## config.mk

```make
export PLATFORM = sky130hd
export DESIGN_NAME = fvta_ram
export DESIGN_NICKNAME = d
export VERILOG_FILES = /design/src/design/fvta_ram.sv
export SDC_FILE = /design/constraint.sdc
export NUM_CORES = 1
export LEC_CHECK = 0
export ABC_AREA = 1
export BUFFER_PORTS_ARGS = -buffer_cell sky130_fd_sc_hd__clkbuf_2
export CAP_MARGIN = 20
export CORE_MARGIN = 8
export CORE_UTILIZATION = 25
export CTS_CLUSTER_DIAMETER = 100
export DETAILED_ROUTE_END_ITERATION = 12
export PLACE_DENSITY = 0.46
export SLEW_MARGIN = 20
export SYNTH_ARGS = -nofsm -noshare
export SYNTH_HDL_FRONTEND = slang
export SYNTH_SLANG_ARGS = --single-unit
```

## constraint.sdc

```tcl
create_clock -name clk -period 2.38 [get_ports clk]
set_input_delay 0 -clock clk [delete_from_list [all_inputs] [get_ports clk]]
set_output_delay 0 -clock clk [all_outputs]
set_load 0.02 [all_outputs]
```

## src/design/fvta_ram.sv

```systemverilog
// ----------------------------------------------------------------------------
// fvta_ram
// Simple dual-port synchronous RAM: one write port, one read port with
// registered read data.
// ----------------------------------------------------------------------------
module fvta_ram #(
  parameter int WIDTH = 8,
  parameter int DEPTH = 16,
  localparam int AW = (DEPTH > 1) ? $clog2(DEPTH) : 1
) (
  input  logic             clk,
  input  logic             we,
  input  logic [AW-1:0]    waddr,
  input  logic [WIDTH-1:0] wdata,
  input  logic             re,
  input  logic [AW-1:0]    raddr,
  output logic [WIDTH-1:0] rdata
);

  logic [WIDTH-1:0] mem [DEPTH];

  always_ff @(posedge clk) begin
    if (we) begin
      mem[waddr] <= wdata;
    end
    if (re) begin
      rdata <= mem[raddr];
    end
  end

endmodule

```

# Word-level counts from Yosys, hierarchy flattened
# Memories as Yosys holds them, arrays and structs flattened. A register that Yosys moved wholly into a read port is not among the register bits.
# Cells that the tools add are included.
dict set report totals {
  ramBits 128
  out_inout_bits 8
  wordCells 3
  in_bits 19
  n_memories 1
  ff_bits 0
}
# name depth word_bits rd rd_clocked_by_memory_dff wr line
set mem_list {}
lappend mem_list {mem 16 8 1 1 1 20} ;# logic [WIDTH-1:0] mem [DEPTH];
dict set report classes {
  n_mux 2
}
# op count
set ops {}
lappend ops {{$mux 1} 2}

# Logic depth before layout (Yosys ltp)
dict set report logic_depth {
  depth_word 2
  mapped_depth 8
}

# Least setup slack after synthesis
# No wires, ideal clock.
dict set report synth_path {
  path_type {in2reg}
  from {in waddr[2]}
  to {mem mem[10][0] (enable)}
  t_arrival_ns 0.581
  t_required_ns 2.010
  path_stages 2
  setup_slack_ns 1.429
  path_cell_list {nand3b_1 -> nor2_1}
}
# element line
set synth_lines {}
lappend synth_lines {{start: declaration} 13} ;# input logic [AW-1:0] waddr,
lappend synth_lines {{end: declaration} 20}
# No word-level cell before the write port.

==> report_table.html <==
<table>
<tr><th>Metric</th><th>Value</th></tr>
<tr><th colspan="2">Run status</th></tr>
<tr><td>Outcome</td><td>finished, final reports clean</td></tr>
<tr><th colspan="2">Final layout</th></tr>
<tr><td>Diodes inserted</td><td>0</td></tr>
<tr><td>Multi-input gate area</td><td>about 1200 sq um</td></tr>
<tr><td>Final std cell area, no fill</td><td>6900 sq um</td></tr>
<tr><td>Fraction of final layout cells with drive strength greater than 1</td><td>10.3%</td></tr>
<tr><td>P&amp;R area growth vs syn</td><td>18.0%</td></tr>
<tr><td>Register area</td><td>4080 sq um</td></tr>
<tr><td>Post-layout nets</td><td>596</td></tr>
<tr><td>Leading cell type in the layout, fill and taps excluded</td><td>sky130_fd_sc_hd__nand2_1</td></tr>
<tr><td>Fill cell instance count of the final layout</td><td>2,388</td></tr>
<tr><td>Leading cell types in the layout, fill and taps excluded</td><td>sky130_fd_sc_hd__nand2_1 (173), sky130_fd_sc_hd__edfxtp_1 (136), sky130_fd_sc_hd__inv_1 (100)</td></tr>
<tr><td>Final standard cell utilization of the core</td><td>29.7%</td></tr>
<tr><th colspan="2">STA</th></tr>
<tr><td>Final number of max-transition violations</td><td>0</td></tr>
<tr><td>Setup TNS</td><td>0 ns</td></tr>
<tr><td>Worst-case headroom to the max-slew limit</td><td>36.3%</td></tr>
<tr><td>Share of the cycle needed by the critical path after routing</td><td>51.2%</td></tr>
<tr><td>Clock skew</td><td>0.00590 ns</td></tr>
<tr><td>Maximum clock frequency</td><td>~0.82 GHz</td></tr>
<tr><td>RSZ-0062 raised after global routing</td><td>no</td></tr>
<tr><td>Worst path setup slack after routing</td><td>between 1 and 1.5 ns</td></tr>
<tr><td>Final setup viols</td><td>0</td></tr>
<tr><td>Final hold viol count</td><td>0</td></tr>
<tr><td>Worst slew pin tran</td><td>0.953 ns</td></tr>
<tr><td>Final critical delay including setup and external delays</td><td>1.22 ns</td></tr>
<tr><th colspan="2">Global route</th></tr>
<tr><td>Layer with the highest usage after global routing</td><td>met2</td></tr>
<tr><td>Global-route met1 utilization</td><td>14.6%</td></tr>
<tr><td>Met3 GRT Util</td><td>under 10%</td></tr>
<tr><td>Antenna violations before repair</td><td>0</td></tr>
<tr><td>Via count of the first global-routing pass</td><td>3,723</td></tr>
<tr><td>Overflow left after global routing</td><td>0</td></tr>
<tr><td>Maximum number of pins on one net before global-route repair</td><td>65</td></tr>
<tr><td>Wire length of the first global-routing pass</td><td>22.5 mm</td></tr>
<tr><td>Met2 capacity usage during global routing</td><td>16.0%</td></tr>
<tr><td>All-layer global routing usage</td><td>10.6%</td></tr>
<tr><th colspan="2">Worst hold path</th></tr>
<tr><td>Number of cells traversed by the worst hold path</td><td>3</td></tr>
<tr><td>Class of the tightest hold or removal check</td><td>in2reg</td></tr>
<tr><th colspan="2">Synth</th></tr>
<tr><td>Yosys reg bits</td><td>between 100 and 150</td></tr>
<tr><td>Average cell area after synthesis</td><td>10.6 sq um</td></tr>
<tr><td>Synth warn</td><td>0</td></tr>
<tr><td>Sequential fraction of the synthesis area</td><td>69.8%</td></tr>
<tr><td>Post-synthesis cell count</td><td>551</td></tr>
<tr><td>Synth cell types</td><td>11</td></tr>
<tr><td>Net count after synthesis</td><td>570</td></tr>
<tr><td>Cell area after synthesis</td><td>5850 sq um</td></tr>
<tr><th colspan="2">Clock tree</th></tr>
<tr><td>Clock latency on the worst-skew pair</td><td>0.42 ns</td></tr>
<tr><td>CTS root buffer</td><td>sky130_fd_sc_hd__clkbuf_16</td></tr>
<tr><td>TritonCTS sink count</td><td>136</td></tr>
<tr><td>Setup bufs post-CTS</td><td>0</td></tr>
<tr><td>Number of buffers inserted during clock tree synthesis</td><td>17</td></tr>
<tr><td>Clock tree from TritonCTS</td><td>yes</td></tr>
<tr><td>H-tree depth reported by CTS</td><td>4</td></tr>
<tr><td>Count of hold buffers inserted by post-cts repair</td><td>1</td></tr>
<tr><td>CTS resizes</td><td>0</td></tr>
<tr><td>Number of buffers on the longest clock path</td><td>2</td></tr>
<tr><td>Clock-pin transition on the worst setup and hold timing paths</td><td>0.06 ns</td></tr>
<tr><th colspan="2">Floorplanning</th></tr>
<tr><td>Height of the die</td><td>169 microns</td></tr>
<tr><td>Core footprint</td><td>23,200 sq um</td></tr>
<tr><td>Initial standard-cell utilization of the core</td><td>~25%</td></tr>
<tr><td>Width of the die</td><td>roughly 170 microns</td></tr>
<tr><td>Die Area</td><td>28,500 sq um</td></tr>
<tr><td>Row count</td><td>56</td></tr>
<tr><td>I/O pin count</td><td>27</td></tr>
<tr><th colspan="2">Worst setup path</th></tr>
<tr><td>Data required time of the critical path</td><td>~2.6 ns</td></tr>
<tr><td>Data arrival time at the worst-slack endpoint</td><td>1.39 ns</td></tr>
<tr><td>Startpoint kind of the worst setup timing path</td><td>flop</td></tr>
<tr><td>Number of cell instances on the worst register-to-register path</td><td>6</td></tr>
<tr><td>Largest driver fanout on the critical path</td><td>1</td></tr>
<tr><td>CP Capture Type</td><td>flop</td></tr>
<tr><td>Startpoint-to-endpoint class of the critical path</td><td>reg2reg</td></tr>
<tr><th colspan="2">Drt</th></tr>
<tr><td>Via-to-Cell Ratio</td><td>4.15</td></tr>
<tr><td>Routed len/inst</td><td>16.1 microns</td></tr>
<tr><td>Number of nets still failing antenna checks after routing</td><td>0</td></tr>
<tr><td>Number of violations reported at the end of detailed-routing iteration 0</td><td>about 340</td></tr>
<tr><td>Routed wire length</td><td>between 10 and 15 mm</td></tr>
<tr><td>Detailed-router iteration count before antenna repair</td><td>5</td></tr>
<tr><td>DRC Markers</td><td>0</td></tr>
<tr><td>Routed vias</td><td>3,768</td></tr>
<tr><th colspan="2">Power and ir drop</th></tr>
<tr><td>Proportion of power drawn by the clock network</td><td>47.9%</td></tr>
<tr><td>Sequential share of power</td><td>46.3%</td></tr>
<tr><td>Cell internal pwr</td><td>0.00463 W</td></tr>
<tr><td>VDD IR max</td><td>0.000515 V</td></tr>
<tr><td>Switching part of the total</td><td>21.0%</td></tr>
<tr><td>Lkg Pwr</td><td>roughly 2.9 nW</td></tr>
<tr><td>Power density over the cells</td><td>850 nW/um^2</td></tr>
<tr><td>Power, Total</td><td>around 0.0059 W</td></tr>
<tr><td>NetSw</td><td>0.00123 W</td></tr>
<tr><td>Proportion of power drawn by combinational gates</td><td>5.8%</td></tr>
<tr><th colspan="2">Placement</th></tr>
<tr><td>Routability-driven placement congestion ratio</td><td>0.794</td></tr>
<tr><td>Half-perimeter wire length after placement</td><td>around 9.2 mm</td></tr>
<tr><td>Standard cell area after detailed placement</td><td>about 6300 sq um</td></tr>
<tr><td>Port-buffer cells</td><td>26</td></tr>
<tr><td>Worst slack, placed</td><td>0.822 ns</td></tr>
<tr><th colspan="2">Flow run</th></tr>
<tr><td>Number of max-cap violations</td><td>0</td></tr>
</table>
==> kinds of logic after synthesis <==
logic type	synth area share, %
simple gates	20.8
flops	69.8
buf+inv	9.39
==> critical path, cell delays in order, from the launching register on <==
cell and delay (ns):
sky130_fd_sc_hd__edfxtp_1 0.37, sky130_fd_sc_hd__inv_1 0.07, sky130_fd_sc_hd__nand2_1 0.05, sky130_fd_sc_hd__nand3_1 0.11
sky130_fd_sc_hd__nand3_1 0.15, sky130_fd_sc_hd__nand3_1 0.14, sky130_fd_sc_hd__nand2_1 0.08
==> through the flow <==
step	cells	hold slack, ns
2_1_floorplan	551	0.0989
4_1_cts	909	0.0365
3_3_place_gp	876	0.416
3_5_place_dp	876	0.414
5_1_grt	909	0.0758
6_report	909	0.0691
==> per-layer routing <==
layer  wire length [microns]  part of all wire, %
met2                    6650                   46
met3                     833                  5.7
met5                       0                    0
met4                     218                  1.5
met1                    6890                   47
==> area by class of cell <==
class                           count  area share, %
Sequential cell                   136           59.2
Multi-Input combinational cell    289           17.6
Clock buffer                       18           6.22
Tap cell                          319           5.79
Inverter                          102           5.55
Clock inverter                     14           2.98
Timing Repair Buffer               31           2.65
==> state kept, by name, summed over array words and instances, names as in the netlist <==
name / cells
rdata: 8
mem: 128
==> cells in the mapped netlist, drive strengths merged <==
library cell	number	share of area, %
buf	24	2.8
edfxtp	136	70
inv	102	6.5
nand2	173	11
nand3	97	8.3
nand3b	2	0.26
nor2	17	1.1
==> final timing paths <==
| kind | start | endpoint | slack [ns] |
|---|---|---|---|
| worst max-delay path | mem[1][6] | rdata[6] | 1.16 |
| worst min-delay path | raddr[3] | rdata[3] | 0.07 |
| worst max register to register | mem[1][6] | rdata[6] | 1.16 |
| worst min register to register | mem[14][4] | rdata[4] | 0.77 |
==> power groups by stage <==
stage | Clock (W) | Sequential (W) | Combinational [W]
final | 0.00281 | 0.00272 | 0.000341
after global routing | 0.00294 | 0.00272 | 0.000378
after CTS | 0.00285 | 0.00272 | 0.000345
after detailed placement | 0 | 0.00277 | 0.000342
after global placement | 0 | 0.00277 | 0.000341
after floorplan | 0 | 0.00278 | 0.000189
Power figures use the tool's default switching activity.
